[src/hdl/sude_pkg.sv]
`default_nettype none

package sude_pkg;

    // Input opcodes.
    localparam logic [1:0] OP_WRITE   = 2'd0;
    localparam logic [1:0] OP_READ    = 2'd1;
    localparam logic [1:0] OP_RX      = 2'd2;
    localparam logic [1:0] OP_TIMEOUT = 2'd3;

    // Reply status codes.
    localparam logic [1:0] ST_OK       = 2'd0;
    localparam logic [1:0] ST_TIMEOUT  = 2'd1;
    localparam logic [1:0] ST_BAD_HDR  = 2'd2;
    localparam logic [1:0] ST_CRC_FAIL = 2'd3;

    // Datagram constants.
    localparam logic [7:0] SYNC_BYTE   = 8'h05;
    localparam logic [7:0] MASTER_ADDR = 8'hFF;
    localparam logic [7:0] WRITE_FLAG  = 8'h80;
    localparam logic [7:0] CRC_POLY    = 8'h07;
    localparam logic [3:0] WRITE_LEN   = 4'd8;
    localparam logic [3:0] READ_LEN    = 4'd4;

    // Kind of work handed from the front to the back.
    typedef enum logic [1:0] {
        JOB_WRITE,
        JOB_READ,
        JOB_REPLY
    } job_kind_t;

    // One queued job. For a reply job, value carries the read value.
    typedef struct packed {
        job_kind_t   kind;
        logic [7:0]  node;
        logic [6:0]  reg_addr;
        logic [31:0] value;
        logic [1:0]  status;
        logic [15:0] error_count;
        logic        echo;
    } job_t;

    // Handoff from the front into the queue.
    typedef struct packed {
        logic push;
        job_t job;
    } job_push_t;

    // CRC8, polynomial 0x07, byte fed LSB first.
    function automatic logic [7:0] crc_feed(input logic [7:0] crc_in, input logic [7:0] b);
        logic [7:0] c;
        c = crc_in;
        for (int j = 0; j < 8; j++)
        begin
            if (c[7] ^ b[j])
            begin
                c = {c[6:0], 1'b0} ^ CRC_POLY;
            end
            else
            begin
                c = {c[6:0], 1'b0};
            end
        end
        return c;
    endfunction

endpackage

`default_nettype wire

[src/hdl/sude_cmd_if.sv]
`default_nettype none

// Input channel: one word is one request, received byte or timeout tick.
interface sude_cmd_if;
    logic        valid;
    logic        ready;
    logic [1:0]  opcode;
    logic [7:0]  node;
    logic [6:0]  reg_req;
    logic [31:0] value;
    logic [7:0]  rx_byte;

    modport source (output valid, opcode, node, reg_req, value, rx_byte, input ready);
    modport sink   (input valid, opcode, node, reg_req, value, rx_byte, output ready);
endinterface

`default_nettype wire

[src/hdl/sude_rsp_if.sv]
`default_nettype none

// Output channel: one word is one datagram byte or one reply report.
interface sude_rsp_if;
    logic        valid;
    logic        ready;
    logic [7:0]  tx_byte;
    logic        tx_valid;
    logic        last;
    logic        reply_valid;
    logic [1:0]  status;
    logic [31:0] read_value;
    logic [15:0] error_count;
    logic        echo_seen;

    modport source (output valid, tx_byte, tx_valid, last, reply_valid, status,
                    read_value, error_count, echo_seen, input ready);
    modport sink   (input valid, tx_byte, tx_valid, last, reply_valid, status,
                    read_value, error_count, echo_seen, output ready);
endinterface

`default_nettype wire

[src/hdl/stepper_uart_datagram_engine_unit.sv]
`default_nettype none

// Master engine for a single-wire stepper driver UART. Each input word is a
// write request, a read request, a received line byte or a timeout tick; the
// front takes one word per clock while its job queue has room, tracks the
// echo and reply phases, checks replies (sync, master address, register,
// CRC8) and keeps the saturating error count. The back turns each job into
// output words at one word per clock while the output is ready: a write gives
// 8 datagram bytes, a read gives 4, and a finished or timed-out read gives one
// reply report. The serializer in the back sets the sustained rate. A job
// passes through a queue entry and the output word register before its first
// word appears. No clearing pass is needed after reset.
module stepper_uart_datagram_engine_unit #(
    parameter int QUEUE_DEPTH = 2
) (
    input  wire logic clk,
    input  wire logic rst_n,
    sude_cmd_if.sink  cmd,
    sude_rsp_if.source rsp
);

    sude_pkg::job_push_t q_in;
    sude_pkg::job_t      head;
    logic                q_full;
    logic                head_valid;
    logic                pop;

    sude_front u_front (
        .clk    (clk),
        .rst_n  (rst_n),
        .cmd    (cmd),
        .q_full (q_full),
        .q_in   (q_in)
    );

    sude_queue #(
        .DEPTH (QUEUE_DEPTH)
    ) u_queue (
        .clk        (clk),
        .rst_n      (rst_n),
        .q_in       (q_in),
        .full       (q_full),
        .head       (head),
        .head_valid (head_valid),
        .pop        (pop)
    );

    sude_back u_back (
        .clk        (clk),
        .rst_n      (rst_n),
        .head       (head),
        .head_valid (head_valid),
        .pop        (pop),
        .rsp        (rsp)
    );

endmodule

`default_nettype wire

[src/hdl/sude_front.sv]
`default_nettype none

// Link state machine: tracks echo and reply phases, checks replies and
// queues one job per word that produces output.
module sude_front (
    input  wire logic           clk,
    input  wire logic           rst_n,
    sude_cmd_if.sink            cmd,
    input  wire logic           q_full,
    output sude_pkg::job_push_t q_in
);

    typedef enum logic [1:0] {
        PH_IDLE,
        PH_ECHO_WR,
        PH_ECHO_RD,
        PH_REPLY
    } phase_t;

    phase_t      phase_reg, phase_next;
    logic [3:0]  echo_left_reg, echo_left_next;
    logic [2:0]  reply_index_reg, reply_index_next;
    logic [6:0]  expected_reg_reg, expected_reg_next;
    logic [7:0]  running_crc_reg, running_crc_next;
    logic [15:0] tally_reg, tally_next;
    logic        echo_flag_reg, echo_flag_next;
    logic [7:0]  reply_bytes_reg [7];

    logic        accept;
    logic        store_byte;
    logic [3:0]  echo_dec;
    logic [15:0] tally_inc;
    logic [1:0]  reply_status;
    logic [31:0] reply_data;

    assign cmd.ready = !q_full;
    assign accept    = cmd.valid && cmd.ready;
    assign tally_inc = (tally_reg == 16'hFFFF) ? tally_reg : tally_reg + 16'd1;
    assign echo_dec  = (echo_left_reg != 4'd0) ? echo_left_reg - 4'd1 : echo_left_reg;
    assign reply_data = {reply_bytes_reg[3], reply_bytes_reg[4],
                         reply_bytes_reg[5], reply_bytes_reg[6]};

    // Header check comes before the CRC check.
    always_comb
    begin
        if (reply_bytes_reg[0] != sude_pkg::SYNC_BYTE ||
            reply_bytes_reg[1] != sude_pkg::MASTER_ADDR ||
            reply_bytes_reg[2] != {1'b0, expected_reg_reg})
        begin
            reply_status = sude_pkg::ST_BAD_HDR;
        end
        else if (running_crc_reg != cmd.rx_byte)
        begin
            reply_status = sude_pkg::ST_CRC_FAIL;
        end
        else
        begin
            reply_status = sude_pkg::ST_OK;
        end
    end

    // Next-state logic and job generation.
    always_comb
    begin
        phase_next        = phase_reg;
        echo_left_next    = echo_left_reg;
        reply_index_next  = reply_index_reg;
        expected_reg_next = expected_reg_reg;
        running_crc_next  = running_crc_reg;
        tally_next        = tally_reg;
        echo_flag_next    = echo_flag_reg;
        store_byte        = 1'b0;
        q_in              = '0;
        q_in.job.kind     = sude_pkg::JOB_REPLY;

        if (accept)
        begin
            case (cmd.opcode)
                sude_pkg::OP_WRITE, sude_pkg::OP_READ:
                begin
                    echo_flag_next   = 1'b0;
                    reply_index_next = 3'd0;
                    running_crc_next = 8'd0;
                    q_in.push        = 1'b1;
                    q_in.job.node    = cmd.node;
                    q_in.job.reg_addr = cmd.reg_req;
                    q_in.job.value   = cmd.value;
                    q_in.job.error_count = tally_reg;
                    q_in.job.echo    = 1'b0;
                    if (cmd.opcode == sude_pkg::OP_WRITE)
                    begin
                        echo_left_next = sude_pkg::WRITE_LEN;
                        phase_next     = PH_ECHO_WR;
                        q_in.job.kind  = sude_pkg::JOB_WRITE;
                    end
                    else
                    begin
                        echo_left_next    = sude_pkg::READ_LEN;
                        expected_reg_next = cmd.reg_req;
                        phase_next        = PH_ECHO_RD;
                        q_in.job.kind     = sude_pkg::JOB_READ;
                    end
                end
                sude_pkg::OP_RX:
                begin
                    if (phase_reg inside {PH_ECHO_WR, PH_ECHO_RD})
                    begin
                        echo_left_next = echo_dec;
                        if (echo_dec == 4'd0)
                        begin
                            echo_flag_next   = 1'b1;
                            phase_next       = (phase_reg == PH_ECHO_WR) ? PH_IDLE : PH_REPLY;
                            reply_index_next = 3'd0;
                            running_crc_next = 8'd0;
                        end
                    end
                    else if (phase_reg == PH_REPLY)
                    begin
                        if (reply_index_reg != 3'd7)
                        begin
                            store_byte       = 1'b1;
                            running_crc_next = sude_pkg::crc_feed(running_crc_reg, cmd.rx_byte);
                            reply_index_next = reply_index_reg + 3'd1;
                        end
                        else
                        begin
                            if (reply_status != sude_pkg::ST_OK)
                            begin
                                tally_next = tally_inc;
                            end
                            phase_next       = PH_IDLE;
                            reply_index_next = 3'd0;
                            q_in.push        = 1'b1;
                            q_in.job.status  = reply_status;
                            q_in.job.value   = (reply_status == sude_pkg::ST_OK) ?
                                               reply_data : 32'd0;
                            q_in.job.error_count = (reply_status == sude_pkg::ST_OK) ?
                                                   tally_reg : tally_inc;
                            q_in.job.echo    = echo_flag_reg;
                        end
                    end
                end
                default:
                begin
                    // Timeout tick ends whichever wait is in progress.
                    case (phase_reg)
                        PH_ECHO_WR:
                        begin
                            echo_flag_next = 1'b0;
                            echo_left_next = 4'd0;
                            phase_next     = PH_IDLE;
                        end
                        PH_ECHO_RD:
                        begin
                            echo_flag_next   = 1'b0;
                            echo_left_next   = 4'd0;
                            phase_next       = PH_REPLY;
                            reply_index_next = 3'd0;
                            running_crc_next = 8'd0;
                        end
                        PH_REPLY:
                        begin
                            tally_next       = tally_inc;
                            phase_next       = PH_IDLE;
                            reply_index_next = 3'd0;
                            q_in.push        = 1'b1;
                            q_in.job.status  = sude_pkg::ST_TIMEOUT;
                            q_in.job.error_count = tally_inc;
                            q_in.job.echo    = echo_flag_reg;
                        end
                        default:
                        begin
                        end
                    endcase
                end
            endcase
        end
    end

    // State registers.
    always_ff @(posedge clk or negedge rst_n)
    begin
        if (!rst_n)
        begin
            phase_reg        <= PH_IDLE;
            echo_left_reg    <= 4'd0;
            reply_index_reg  <= 3'd0;
            expected_reg_reg <= 7'd0;
            running_crc_reg  <= 8'd0;
            tally_reg        <= 16'd0;
            echo_flag_reg    <= 1'b0;
        end
        else
        begin
            phase_reg        <= phase_next;
            echo_left_reg    <= echo_left_next;
            reply_index_reg  <= reply_index_next;
            expected_reg_reg <= expected_reg_next;
            running_crc_reg  <= running_crc_next;
            tally_reg        <= tally_next;
            echo_flag_reg    <= echo_flag_next;
        end
    end

    // Reply byte store.
    always_ff @(posedge clk)
    begin
        if (store_byte)
        begin
            reply_bytes_reg[reply_index_reg] <= cmd.rx_byte;
        end
    end

`ifndef ASSERT_OFF
    a_tally_monotonic: assert property (@(posedge clk) disable iff (!rst_n)
        tally_reg >= $past(tally_reg))
        else $error("error counter went backwards");

    a_no_push_when_full: assert property (@(posedge clk) disable iff (!rst_n)
        q_in.push |-> !q_full)
        else $error("job pushed into a full queue");
`endif

endmodule

`default_nettype wire

[src/hdl/sude_queue.sv]
`default_nettype none

// Small FIFO of jobs between the front and the back.
module sude_queue #(
    parameter int DEPTH = 2
) (
    input  wire logic           clk,
    input  wire logic           rst_n,
    input  sude_pkg::job_push_t q_in,
    output logic                full,
    output sude_pkg::job_t      head,
    output logic                head_valid,
    input  wire logic           pop
);

    localparam int PTR_W = (DEPTH > 1) ? $clog2(DEPTH) : 1;
    localparam int CNT_W = $clog2(DEPTH + 1);

    sude_pkg::job_t   entry_reg [DEPTH];
    logic [PTR_W-1:0] wr_ptr_reg, wr_ptr_next;
    logic [PTR_W-1:0] rd_ptr_reg, rd_ptr_next;
    logic [CNT_W-1:0] count_reg, count_next;
    logic             do_push, do_pop;

    assign full       = (count_reg == CNT_W'(DEPTH));
    assign head_valid = (count_reg != '0);
    assign head       = entry_reg[rd_ptr_reg];
    assign do_push    = q_in.push && !full;
    assign do_pop     = pop && head_valid;

    // Pointer and occupancy update.
    always_comb
    begin
        wr_ptr_next = wr_ptr_reg;
        rd_ptr_next = rd_ptr_reg;
        count_next  = count_reg;
        if (do_push)
        begin
            wr_ptr_next = (wr_ptr_reg == PTR_W'(DEPTH - 1)) ? '0 : wr_ptr_reg + PTR_W'(1);
        end
        if (do_pop)
        begin
            rd_ptr_next = (rd_ptr_reg == PTR_W'(DEPTH - 1)) ? '0 : rd_ptr_reg + PTR_W'(1);
        end
        if (do_push && !do_pop)
        begin
            count_next = count_reg + CNT_W'(1);
        end
        else if (do_pop && !do_push)
        begin
            count_next = count_reg - CNT_W'(1);
        end
    end

    always_ff @(posedge clk or negedge rst_n)
    begin
        if (!rst_n)
        begin
            wr_ptr_reg <= '0;
            rd_ptr_reg <= '0;
            count_reg  <= '0;
        end
        else
        begin
            wr_ptr_reg <= wr_ptr_next;
            rd_ptr_reg <= rd_ptr_next;
            count_reg  <= count_next;
        end
    end

    // Entry storage.
    always_ff @(posedge clk)
    begin
        if (do_push)
        begin
            entry_reg[wr_ptr_reg] <= q_in.job;
        end
    end

`ifndef ASSERT_OFF
    a_count_bound: assert property (@(posedge clk) disable iff (!rst_n)
        count_reg <= CNT_W'(DEPTH))
        else $error("queue occupancy beyond depth");
`endif

endmodule

`default_nettype wire

[src/hdl/sude_back.sv]
`default_nettype none

// Datagram serializer: turns the job at the queue head into output words,
// one byte per cycle unless rsp stalls, with the CRC built up as the bytes go out.
module sude_back (
    input  wire logic      clk,
    input  wire logic      rst_n,
    input  sude_pkg::job_t head,
    input  wire logic      head_valid,
    output logic           pop,
    sude_rsp_if.source     rsp
);

    logic [2:0]  idx_reg, idx_next;
    logic [7:0]  crc_reg, crc_next;
    logic        valid_reg, valid_next;

    logic [7:0]  tx_byte_reg;
    logic        tx_valid_reg;
    logic        last_reg;
    logic        reply_valid_reg;
    logic [1:0]  status_reg;
    logic [31:0] read_value_reg;
    logic [15:0] error_count_reg;
    logic        echo_seen_reg;

    logic        load;
    logic        is_write;
    logic        is_reply;
    logic        is_last;
    logic [2:0]  last_idx;
    logic [7:0]  byte_val;

    assign load     = head_valid && (!valid_reg || rsp.ready);
    assign is_write = (head.kind == sude_pkg::JOB_WRITE);
    assign is_reply = (head.kind == sude_pkg::JOB_REPLY);
    assign last_idx = is_write ? 3'(sude_pkg::WRITE_LEN - 4'd1) :
                                 3'(sude_pkg::READ_LEN - 4'd1);
    assign is_last  = (idx_reg == last_idx);
    assign pop      = load && (is_reply || is_last);

    // Byte at the current datagram position.
    always_comb
    begin
        case (idx_reg)
            3'd0:    byte_val = sude_pkg::SYNC_BYTE;
            3'd1:    byte_val = head.node;
            3'd2:    byte_val = is_write ? ({1'b0, head.reg_addr} | sude_pkg::WRITE_FLAG) :
                                           {1'b0, head.reg_addr};
            3'd3:    byte_val = is_write ? head.value[31:24] : crc_reg;
            3'd4:    byte_val = head.value[23:16];
            3'd5:    byte_val = head.value[15:8];
            3'd6:    byte_val = head.value[7:0];
            default: byte_val = crc_reg;
        endcase
    end

    // Sequencer position, running CRC and output valid.
    always_comb
    begin
        idx_next   = idx_reg;
        crc_next   = crc_reg;
        valid_next = valid_reg;
        if (rsp.ready)
        begin
            valid_next = 1'b0;
        end
        if (load)
        begin
            valid_next = 1'b1;
            if (!is_reply)
            begin
                if (is_last)
                begin
                    idx_next = 3'd0;
                    crc_next = 8'd0;
                end
                else
                begin
                    idx_next = idx_reg + 3'd1;
                    crc_next = sude_pkg::crc_feed(crc_reg, byte_val);
                end
            end
        end
    end

    always_ff @(posedge clk or negedge rst_n)
    begin
        if (!rst_n)
        begin
            idx_reg   <= 3'd0;
            crc_reg   <= 8'd0;
            valid_reg <= 1'b0;
        end
        else
        begin
            idx_reg   <= idx_next;
            crc_reg   <= crc_next;
            valid_reg <= valid_next;
        end
    end

    // Output word register.
    always_ff @(posedge clk)
    begin
        if (load)
        begin
            error_count_reg <= head.error_count;
            echo_seen_reg   <= head.echo;
            if (is_reply)
            begin
                tx_byte_reg     <= 8'd0;
                tx_valid_reg    <= 1'b0;
                last_reg        <= 1'b0;
                reply_valid_reg <= 1'b1;
                status_reg      <= head.status;
                read_value_reg  <= head.value;
            end
            else
            begin
                tx_byte_reg     <= byte_val;
                tx_valid_reg    <= 1'b1;
                last_reg        <= is_last;
                reply_valid_reg <= 1'b0;
                status_reg      <= sude_pkg::ST_OK;
                read_value_reg  <= 32'd0;
            end
        end
    end

    assign rsp.valid       = valid_reg;
    assign rsp.tx_byte     = tx_byte_reg;
    assign rsp.tx_valid    = tx_valid_reg;
    assign rsp.last        = last_reg;
    assign rsp.reply_valid = reply_valid_reg;
    assign rsp.status      = status_reg;
    assign rsp.read_value  = read_value_reg;
    assign rsp.error_count = error_count_reg;
    assign rsp.echo_seen   = echo_seen_reg;

`ifndef ASSERT_OFF
    a_mid_datagram_head: assert property (@(posedge clk) disable iff (!rst_n)
        (idx_reg != 3'd0) |-> (head_valid && !is_reply))
        else $error("datagram in progress without a transmit job at the head");

    a_pop_on_load: assert property (@(posedge clk) disable iff (!rst_n)
        pop |=> valid_reg)
        else $error("job retired without an output word");
`endif

endmodule

`default_nettype wire
[src/flat_wrapper.sv]
// flat-port wrapper written by rule: the top's interface ports become plain ports
module stepper_uart_datagram_engine_unit_flat 
#(
    parameter int QUEUE_DEPTH = 2
)
  (clk, rst_n, cmd_valid, cmd_opcode, cmd_node, cmd_reg_req, cmd_value, cmd_rx_byte, cmd_ready, rsp_valid, rsp_tx_byte, rsp_tx_valid, rsp_last, rsp_reply_valid, rsp_status, rsp_read_value, rsp_error_count, rsp_echo_seen, rsp_ready);
  sude_cmd_if cmd_i ();
  sude_rsp_if rsp_i ();
  input  wire logic clk;
  input  wire logic rst_n;
  input wire logic [$bits(cmd_i.valid)-1:0] cmd_valid;
  input wire logic [$bits(cmd_i.opcode)-1:0] cmd_opcode;
  input wire logic [$bits(cmd_i.node)-1:0] cmd_node;
  input wire logic [$bits(cmd_i.reg_req)-1:0] cmd_reg_req;
  input wire logic [$bits(cmd_i.value)-1:0] cmd_value;
  input wire logic [$bits(cmd_i.rx_byte)-1:0] cmd_rx_byte;
  output wire logic [$bits(cmd_i.ready)-1:0] cmd_ready;
  output wire logic [$bits(rsp_i.valid)-1:0] rsp_valid;
  output wire logic [$bits(rsp_i.tx_byte)-1:0] rsp_tx_byte;
  output wire logic [$bits(rsp_i.tx_valid)-1:0] rsp_tx_valid;
  output wire logic [$bits(rsp_i.last)-1:0] rsp_last;
  output wire logic [$bits(rsp_i.reply_valid)-1:0] rsp_reply_valid;
  output wire logic [$bits(rsp_i.status)-1:0] rsp_status;
  output wire logic [$bits(rsp_i.read_value)-1:0] rsp_read_value;
  output wire logic [$bits(rsp_i.error_count)-1:0] rsp_error_count;
  output wire logic [$bits(rsp_i.echo_seen)-1:0] rsp_echo_seen;
  input wire logic [$bits(rsp_i.ready)-1:0] rsp_ready;
  assign cmd_i.valid = cmd_valid;
  assign cmd_i.opcode = cmd_opcode;
  assign cmd_i.node = cmd_node;
  assign cmd_i.reg_req = cmd_reg_req;
  assign cmd_i.value = cmd_value;
  assign cmd_i.rx_byte = cmd_rx_byte;
  assign cmd_ready = cmd_i.ready;
  assign rsp_valid = rsp_i.valid;
  assign rsp_tx_byte = rsp_i.tx_byte;
  assign rsp_tx_valid = rsp_i.tx_valid;
  assign rsp_last = rsp_i.last;
  assign rsp_reply_valid = rsp_i.reply_valid;
  assign rsp_status = rsp_i.status;
  assign rsp_read_value = rsp_i.read_value;
  assign rsp_error_count = rsp_i.error_count;
  assign rsp_echo_seen = rsp_i.echo_seen;
  assign rsp_i.ready = rsp_ready;
  stepper_uart_datagram_engine_unit #(.QUEUE_DEPTH(QUEUE_DEPTH)) u_core (.clk(clk), .rst_n(rst_n), .cmd(cmd_i), .rsp(rsp_i));
endmodule
[config.mk]
export PLATFORM = sky130hd
export DESIGN_NAME = stepper_uart_datagram_engine_unit_flat
export DESIGN_NICKNAME = d
export VERILOG_FILES = /design/src/hdl/sude_pkg.sv /design/src/hdl/sude_cmd_if.sv /design/src/hdl/sude_rsp_if.sv /design/src/hdl/stepper_uart_datagram_engine_unit.sv /design/src/hdl/sude_front.sv /design/src/hdl/sude_queue.sv /design/src/hdl/sude_back.sv /design/src/flat_wrapper.sv
export SDC_FILE = /design/constraint.sdc
export NUM_CORES = 1
export LEC_CHECK = 0
export ABC_AREA = 0
export BUFFER_PORTS_ARGS = -buffer_cell sky130_fd_sc_hd__buf_2
export CORE_MARGIN = 8
export CORE_UTILIZATION = 52
export DETAILED_ROUTE_END_ITERATION = 8
export MAX_ROUTING_LAYER = met4
export PLACE_DENSITY_LB_ADDON = 0.05
export RECOVER_POWER = 25
export REMOVE_ABC_BUFFERS = 1
export SLEW_MARGIN = 10
export SYNTH_ARGS = -nofsm -noshare
export SYNTH_HDL_FRONTEND = slang
export SYNTH_SLANG_ARGS = --single-unit
[constraint.sdc]
create_clock -name clk -period 6.91 [get_ports clk]
set_input_delay 0.691 -clock clk [delete_from_list [all_inputs] [get_ports clk]]
set_output_delay 0.691 -clock clk [all_outputs]
set_load 0.01 [all_outputs]
# == Word level (Yosys, flattened, before mapping) ==
# Memories as Yosys holds them, arrays and structs flattened.
# Index checks and enable logic that the tools add are counted.
# Widths: inputs -> output; s select.
# word_totals
out_inout_bits,64
wordCells,287
ff_bits,119
ram_bits,192
memories,2
# classes
reduce_logical,42
eq_ne,29
mux,150
n_bitwise,35
add_sub_neg,8
# memory_table
memory,depth,word_bits,read_ports,rd_clocked_by_memory_dff,write_ports,line_no,rtl
u_core.u_queue.entry_reg,2,68,1,0,1,sude_queue.sv:19,sude_pkg::job_t entry_reg [DEPTH];
u_core.u_front.reply_bytes_reg,7,8,7,0,1,sude_front.sv:27,logic [7:0] reply_bytes_reg [7];
# op_table
cell,count
$mux 8,64
$mux 51,3
$mux 16,7
$mux 3,23
$mux 69,1
$pmux 32 s2,1
$pmux 8 s7,1
$not 3->3,16
$pmux 17 s2,1
$mux 32,1
$pmux 16 s2,1
$mux 1,23
$mux 2,10
$mux 18,1
$mux 17,1
$add 16x1->16 const B,1
$eq 16x16->1 const B,1
$mux 4,4
$pmux 8 s2,1
$xor 1x1->1,16
$ne 3x3->1 const B,5
$pmux 2 s2,3
$eq 2x2->1 const B,5
$ne 2x2->1 const B,5
33 further kinds,69

# == Depth between registers and ports, before layout ==
# Gate-level depths: netlist of the first run.
# depth
depth_word,55
depth_mapped,12

# == Cells and area by module ==
# A second synthesis of the first run with hierarchy kept.
# hier_totals
hier_cells,1077
area_unflattened_um2,14391.3
# by_module_without_submodules
module,cells_each,instances,seq_area_each_um2,area_each_um2
sude_front,577,1,2707.6,5715.5
sude_queue,231,1,4184.0,5147.4
sude_back,269,1,2162.1,3528.4

# == Least setup slack after synthesis of the first run ==
# Ideal clock, no wire load.
# synth_path
path_type,reg-to-reg
from,reg u_core.u_front.phase_reg[0]
to,mem u_core.u_queue.entry_reg[0][0] (netlist bit) (enable)
setup_slack_ps,177
synth_period_minus_slack_ps,6733
arrival_ps,6155
stages_incl_launch_ff,9
path_buffers,1
path_cell_list,dfrtp_1 > inv_1 > ha_1 > clkbuf_1 > nor3_2 > nand2_1 > nand2b_1 > a21oi_1 > nor3_1
# synth_between
elab_chain_cells,8
# synth_rtl
element,line_no,rtl
"start, declared",sude_front.sv:20,"phase_t phase_reg, phase_next;"
"start signal, assigned",sude_front.sv:195,phase_reg <= phase_next;
"$eq 2x2->1, or another cell as far along","sude_front.sv:117, sude_front.sv:146",
$mux 1 / $reduce_bool 2->1 (equally long branches),"sude_front.sv:117, sude_front.sv:106",
$mux 1,sude_front.sv:106,"if (phase_reg inside {PH_ECHO_WR, PH_ECHO_RD})"
$pmux 1 s2 (*),sude_front.sv:78,case (cmd.opcode)
$mux 69 (*),sude_front.sv:76,if (accept)
$logic_and 1x1->1 (*),sude_queue.sv:28,assign do_push = q_in.push && !full;
$mux 1 (*),sude_queue.sv:74,if (do_push)
$mux 1 (implied by the code) (*),sude_queue.sv:76,entry_reg[wr_ptr_reg] <= q_in.job;
"end, declared",sude_queue.sv:19,
# Every way passes the cells marked *; elsewhere a longest branch is shown, timed or not.

# == Worst setup path after layout of the first run ==
# layout_path
from,reg u_core.u_queue.rd_ptr_reg
to,reg u_core.u_back.crc_reg[3]
# layout_between
elab_chain_cells,30
# layout_rtl
element,line_no,rtl
"start, declared",sude_queue.sv:21,"logic [PTR_W-1:0] rd_ptr_reg, rd_ptr_next;"
"start signal, assigned",sude_queue.sv:66,rd_ptr_reg <= rd_ptr_next;
$mem_v2 2x68 (*),n/a,
$logic_not 2->1,sude_back.sv:35,assign is_write = (head.kind == sude_pkg::JOB_WRITE);
$mux 8,sude_back.sv:50,3'd3: byte_val = is_write ? head.value[31:24] : crc_reg;
$pmux 8 s7,sude_back.sv:45,case (idx_reg)
$xor 1x1->1,sude_pkg.sv:55,if (c[7] ^ b[j])
$mux 3,sude_pkg.sv:55,
$mux 8,sude_back.sv:73,if (is_last)
$mux 8,sude_back.sv:71,if (!is_reply)
[14 not listed],n/a,
$mux 8,sude_back.sv:71,
$mux 8,sude_back.sv:68,if (load)
$xor 1x1->1,sude_pkg.sv:55,
$mux 3,sude_pkg.sv:55,
$mux 8,sude_back.sv:73,
$mux 8,sude_back.sv:71,
$mux 8,sude_back.sv:68,
$mux 8,sude_back.sv:73,
"end signal, assigned",sude_back.sv:98,crc_reg <= crc_next;
"end, declared",sude_back.sv:15,"logic [7:0] crc_reg, crc_next;"
# Every way passes the cells marked *; elsewhere a longest branch is shown, timed or not. The select of a mux whose other input is x is not followed.
# A chain may end at the register's enable or synchronous reset.

==> run metrics, run 1 <==
min-delay src rsp_ready; hold endpoint u_core.u_back.rsp.valid; RSZ-0062 raised after global routing false; crit path launch type flop; violated checks max-capacitance violations, max-slew violations; Lkg Pwr between 0.005 and 0.006 uW; final setup fails 0; Async SR Flop Fraction a little under a fifth; Fin Clk Skew 0.0250 ns; max reg flops about 140; root buffer cell clkbuf_16; layout cells sized above 1 14.8%; Die Area 32300 um^2; Die Y 180 um; clock-pin transition on the worst setup and hold timing paths around 0.06 ns; Worst Hold Depth 2; DRT Pass-1 Iters 5; fin crit share 72.4%; Post-Synth Simple-Gate Area a little under an eighth; Tmin final about 5.0 ns; Post-CTS Resized 0; largest family of logic cells by synthesized area simple AND/OR/NAND/NOR gates; Final Instance Count excl. Fillers 1563; Critical Path Sink Type flop; Chip Width 180 um; Critical Path RT 7.36 ns; fin nets ~1300; design area 15800 um^2; Max clock buf depth 3; crit-path max cell delay 1.94 ns; worst skew pair latency 0.53 ns; total CTS buffers 34; initial core utilization a little over half; core area 26700 um^2; Mean Syn Cell Area between 10 and 15 um^2; post-synth cell types 74; post-DP HPWL 23.5 mm; Syn Inst Count 1074; ys flop type edfxtp_1; routed len/inst 21.9 um; post-synthesis sequential area ratio roughly two thirds; DR iter-0 viols 777; DR vias/cell 5.81; post-synthesis mux area share between 6 and 7%; Tot Pwr 6900 uW; Synthesis Warnings 0; gr ovfl total 0; WL final 34.2 mm; Placed Area 14900 um^2; area of the multi-input gates 4610 um^2; pin count of the biggest net entering global routing 69; global-route wire length before repair 52.6 mm; crit path cell chain buf_4, mux2i_1, o22ai_1, a2111oi_0, o21a_1, xnor3_1, xnor2_1, or3_1, o21ai_1; adder-cell share of the synthesized area 1.35%; # IOs around 130; outcome finished, violations left; Setup Buffers After CTS 0; Post-synth EDFFs 254; CTS tree built; Crit Path Category flop to flop; Register Area 9050 um^2; initial antenna violation count 0; MaxCap Viol Count 2; post-synthesis xor/xnor area fraction 4.63%; Slew @ Worst Pin 3.58 ns; Via Count 9084; fmax 200 MHz; CP delay by family, top flip-flops; Pins Over Slew Limit 110; VDD IR max 0.000195 V; synthesis-to-finish area growth 13.8%; # DRC 0; CTS H-tree depth 2; post-route ant nets 0; Compound-Gate Fraction of Synth Area around 9%; CTS Sinks between 300 and 400; CP Buf/Inv Count 1; fillers 2180; Total GRT Usage 21.3%; final RePlAce weighted congestion 0.878; post-synthesis register bit count slightly above 300; Worst path slowest cell dfrtp_1; DP Cell Count 1501; setup TNS 0 ns; Max-slew headroom -139%; hold_buf cts 0; # port buffers 124; number of global-route vias before repair 8964; FF-to-FF path depth 9; flop2flop setup slack ~1.9 ns; FF-to-FF End u_core.u_back.crc_reg[3]; Mapped Area around 14000 um^2; Worst Path Max Fanout 51; Pwr Density 435 nW/um^2; final hold viol count 0; row cnt 60; Hold WC Path Type primary input to flop; Ant. Diodes 0; RR Startpoint u_core.u_queue.rd_ptr_reg; crit path DAT 5.45 ns
[worst max path at each step]
stage / from / end / slack [ns] / cells after the start
floorplan: cmd_opcode[1] / u_core.u_queue.entry_reg[0][0] / -0.33 / 6
CTS: u_core.u_queue.rd_ptr_reg / u_core.u_back.crc_reg[3] / 3.06 / 9
global route: u_core.u_queue.rd_ptr_reg / u_core.u_back.crc_reg[3] / 1.53 / 9
finish: u_core.u_queue.rd_ptr_reg / u_core.u_back.crc_reg[3] / 1.91 / 9
detailed placement: cmd_opcode[1] / u_core.u_queue.entry_reg[1][45] / 2.74 / 9
global placement: cmd_opcode[1] / u_core.u_queue.entry_reg[1][37] / 2.83 / 9
[logic make-up after synthesis]
logic type	count (synthesis)
fa+ha+maj	15
xor+xnor	67
simple gates	335
flops	311
buf+inv	68
mux	81
compound gates	197
[routing by layer]
metal	vias up	wire, um	GRT usage, %
met5	-	0	-
met4	0	579	5.10
li1	4254	-	-
met3	42	2220	3.69
met1	4441	16200	30.6
met2	347	15200	31.4
[synthesized netlist by cell type (all sizes together) (3+ instances only)]
| library cell | instances | area share (%) |
|---|---|---|
| o311ai | 3 | 0.19 |
| a2111oi | 3 | 0.32 |
| nor2b | 6 | 0.27 |
| mux2 | 33 | 2.7 |
| and2 | 15 | 0.67 |
| buf | 10 | 0.50 |
| a211oi | 5 | 0.31 |
| nand3 | 18 | 0.65 |
| o21a | 5 | 0.27 |
| clkbuf | 38 | 1.0 |
| nand4 | 12 | 0.54 |
| nor2 | 127 | 3.4 |
| nor4 | 5 | 0.22 |
| dfrtp | 57 | 10 |
| o22ai | 16 | 0.72 |
| and3 | 25 | 1.1 |
| nand2 | 79 | 2.1 |
| nand2b | 10 | 0.45 |
| a31oi | 5 | 0.22 |
| or3 | 7 | 0.31 |
| ha | 15 | 1.3 |
| inv | 20 | 0.54 |
| nor3 | 16 | 0.61 |
| a21boi | 3 | 0.16 |
| a21oi | 46 | 1.7 |
| o21ai | 49 | 1.8 |
| xor2 | 27 | 1.7 |
| xnor2 | 37 | 2.4 |
| o31ai | 8 | 0.47 |
| mux2i | 46 | 3.3 |
| or4 | 3 | 0.19 |
| a22oi | 32 | 1.7 |
| edfxtp | 254 | 55 |
[per-stage QoR]
stage / utilization [%] / hold WS (ns) / setup slack, ns
after floorplan: - / 0.395 / -0.332
after global placement: 55.8 / 0.484 / 2.83
after detailed placement: 55.8 / 0.490 / 2.74
after CTS: 59.7 / 0.363 / 3.06
after global routing: 59.5 / 0.378 / 1.53
final: 59.5 / 0.379 / 1.91
[where the power goes]
group	leakage, uW	total [uW]	internal [uW]	switching (uW)
Combinational	0.00229	2390	1010	1380
Clock	0.000508	1690	970	721
Sequential	0.00311	2820	2540	275
Total	0.00591	6900	4520	2370
[placed cells by master, fill, tap and decap left out, drive strengths merged, types with 6 or more instances in the layout]
| cell | n |
|---|---|
| a21oi | 46 |
| a22oi | 32 |
| and2 | 15 |
| and3 | 25 |
| buf | 85 |
| clkbuf | 101 |
| clkinv | 9 |
| dfrtp | 57 |
| edfxtp | 254 |
| ha | 15 |
| inv | 21 |
| mux2 | 33 |
| mux2i | 46 |
| nand2 | 79 |
| nand2b | 10 |
| nand3 | 18 |
| nand4 | 12 |
| nor2 | 127 |
| nor2b | 6 |
| nor3 | 16 |
| o21ai | 49 |
| o22ai | 16 |
| o31ai | 8 |
| or3 | 7 |
| xnor2 | 37 |
| xor2 | 27 |
[cell type report]
cell class	count	share of cell area, %
Timing Repair Buffer	134	3.99
Tap cell	341	2.69
Clock inverter	10	0.561
Multi-Input combinational cell	695	29.1
Clock buffer	52	6.05
Sequential cell	311	57.1
Inverter	20	0.474
Note: power is estimated with default switching activity, not from simulation.
==> run 2: changes to the inputs <==
Clock period 6.91 ns to 5 ns, I/O delays scaled along.
==> run metrics, run 2 (same netlist as run 1, synthesis figures left out) <==
Pins Over Slew Limit 0; Total GRT Usage 21.3%; design area 16000 um^2; layout cells sized above 1 14.9%; final RePlAce weighted congestion 0.890; Die Area 32300 um^2; Clk pwr share 26.1%; Ant. Diodes 0; Pwr Density 608 nW/um^2; DRT Pass-1 Iters 5; worst skew pair latency roughly 0.5 ns; WL final roughly 34 mm; global-route wire length before repair around 53 mm; crit path launch type flop; Hold WC Path Type primary input to asynchronous set/reset pin; VDD IR max between 0.0003 and 0.0004 V; final worst slack 1.42 ns; Lkg Pwr 0.00594 uW; Critical Path Sink Type flop; outcome finished, final reports clean; Post-CTS Resized 0; CTS tree built; sequential power share 40.2%; Post-Route Utilization 59.9%; # IOs 125; hold_ws 0.134 ns; internal power 6420 uW; CTS Sinks 311; Chip Width 180 um; MaxCap Viol Count 0; routed len/inst around 22 um; fin crit share 71.6%; commonest non-fill, non-tap cell in the layout edfxtp_1; Sw Ratio ~34%; most frequent cells in the layout edfxtp_1, nor2_1, nand2_1; max reg flops about 140; Max clock buf depth 3; Post-Place Setup Slack about 1.2 ns; DR iter-0 viols 882; core area ~27000 um^2; number of global-route vias before repair 9104; fin nets 1275; clock-pin transition on the worst setup and hold timing paths 0.06 ns; Final Instance Count excl. Fillers approximately 1600; Comb pwr share 33.7%; total CTS buffers 34; Crit Path Category flop to flop; Via Count 9039; Worst Path Max Fanout 53; hold_buf cts 0; synthesis-to-finish area growth 14.6%; Die Y approximately 180 um; crit path DAT 4.02 ns; # DRC 0; DP Cell Count 1504; NetSw 3270 uW; Placed Area 14900 um^2; root buffer cell clkbuf_16; row cnt 60; post-route ant nets 0; CTS H-tree depth 2; Critical Path RT between 5 and 6 ns; gr ovfl total 0; initial core utilization around 52%; Max-slew headroom a little under a third; # port buffers 124; Fin Clk Skew 0.00936 ns; final hold viol count 0; Tmin final 3.58 ns; RSZ-0062 raised after global routing false; Slew @ Worst Pin 1.04 ns; post-DP HPWL between 20 and 25 mm; Setup Buffers After CTS 0; initial antenna violation count 1; DR vias/cell 5.77; fmax 279 MHz; final setup fails 0; pin count of the biggest net entering global routing 61
-- run 2: cell types whose count changed in the layout (fill, tap and decap cells not counted), moves of 3 or more --
| cell | previous run | this run |
|---|---|---|
| clkbuf_1 | 63 | 68 |
| clkbuf_8 | 4 | 8 |
| bufinv_16 | 0 | 3 |
| buf_4 | 9 | 12 |
| buf_2 | 76 | 64 |
-- run 2: per-layer routing --
layer	part of all wire (%)	vias up	global-route usage [%]	wire length, um
li1	-	4246	-	-
met1	47	4438	29.7	15800
met2	46	308	32.3	15400
met3	5.6	47	3.29	1900
met4	2.0	0	5.64	673
met5	0	-	-	0
-- run 2: critical path, cell delays in order, from the launching register on --
cell     delay [ns]
dfrtp_4        1.00
buf_4          0.47
mux2_1         0.40
a221o_1        0.32
nor3_1         0.38
xnor3_1        0.37
xnor2_1        0.17
or3_1          0.30
o21ai_1        0.07
-- run 2: final timing paths --
kind	from	endpoint	slack, ns	cells after the start
max	u_core.u_queue.rd_ptr_reg	u_core.u_back.crc_reg[3]	1.42	8
min	rst_n	u_core.u_back.crc_reg[4]	0.13	2
max reg2reg	u_core.u_queue.rd_ptr_reg	u_core.u_back.crc_reg[3]	1.42	8
min reg2reg	u_core.u_queue.count_reg[1]	u_core.u_queue.count_reg[1]	0.49	1
max in group asynchronous	rst_n	u_core.u_queue.rd_ptr_reg	4.22	2
min in group clk	rsp_ready	u_core.u_back.rsp.valid	0.18	2
-- run 2: layout make-up --
class	count	area (um^2)
Timing Repair Buffer	137	656
Clock inverter	12	154
Fill cell	2161	10700
Tap cell	341	427
Inverter	20	75.1
Clock buffer	50	991
Sequential cell	311	9060
Multi-Input combinational cell	695	4600
-- run 2: power by group through the flow --
stage	combinational (uW)	sequential, uW	clock (uW)
detailed placement	3350	3940	0
global route	3610	3970	2670
finish	3270	3900	2530
global placement	3280	3930	0
floorplan	2290	4040	0
CTS	3360	3900	2570
-- run 2: per-stage QoR --
step | total power, uW | TNS, ns
after detailed placement | 7290 | 0
after global routing | 10300 | 0
after global placement | 7220 | 0
final | 9700 | 0
after floorplan | 6330 | -142.00
after CTS | 9830 | 0
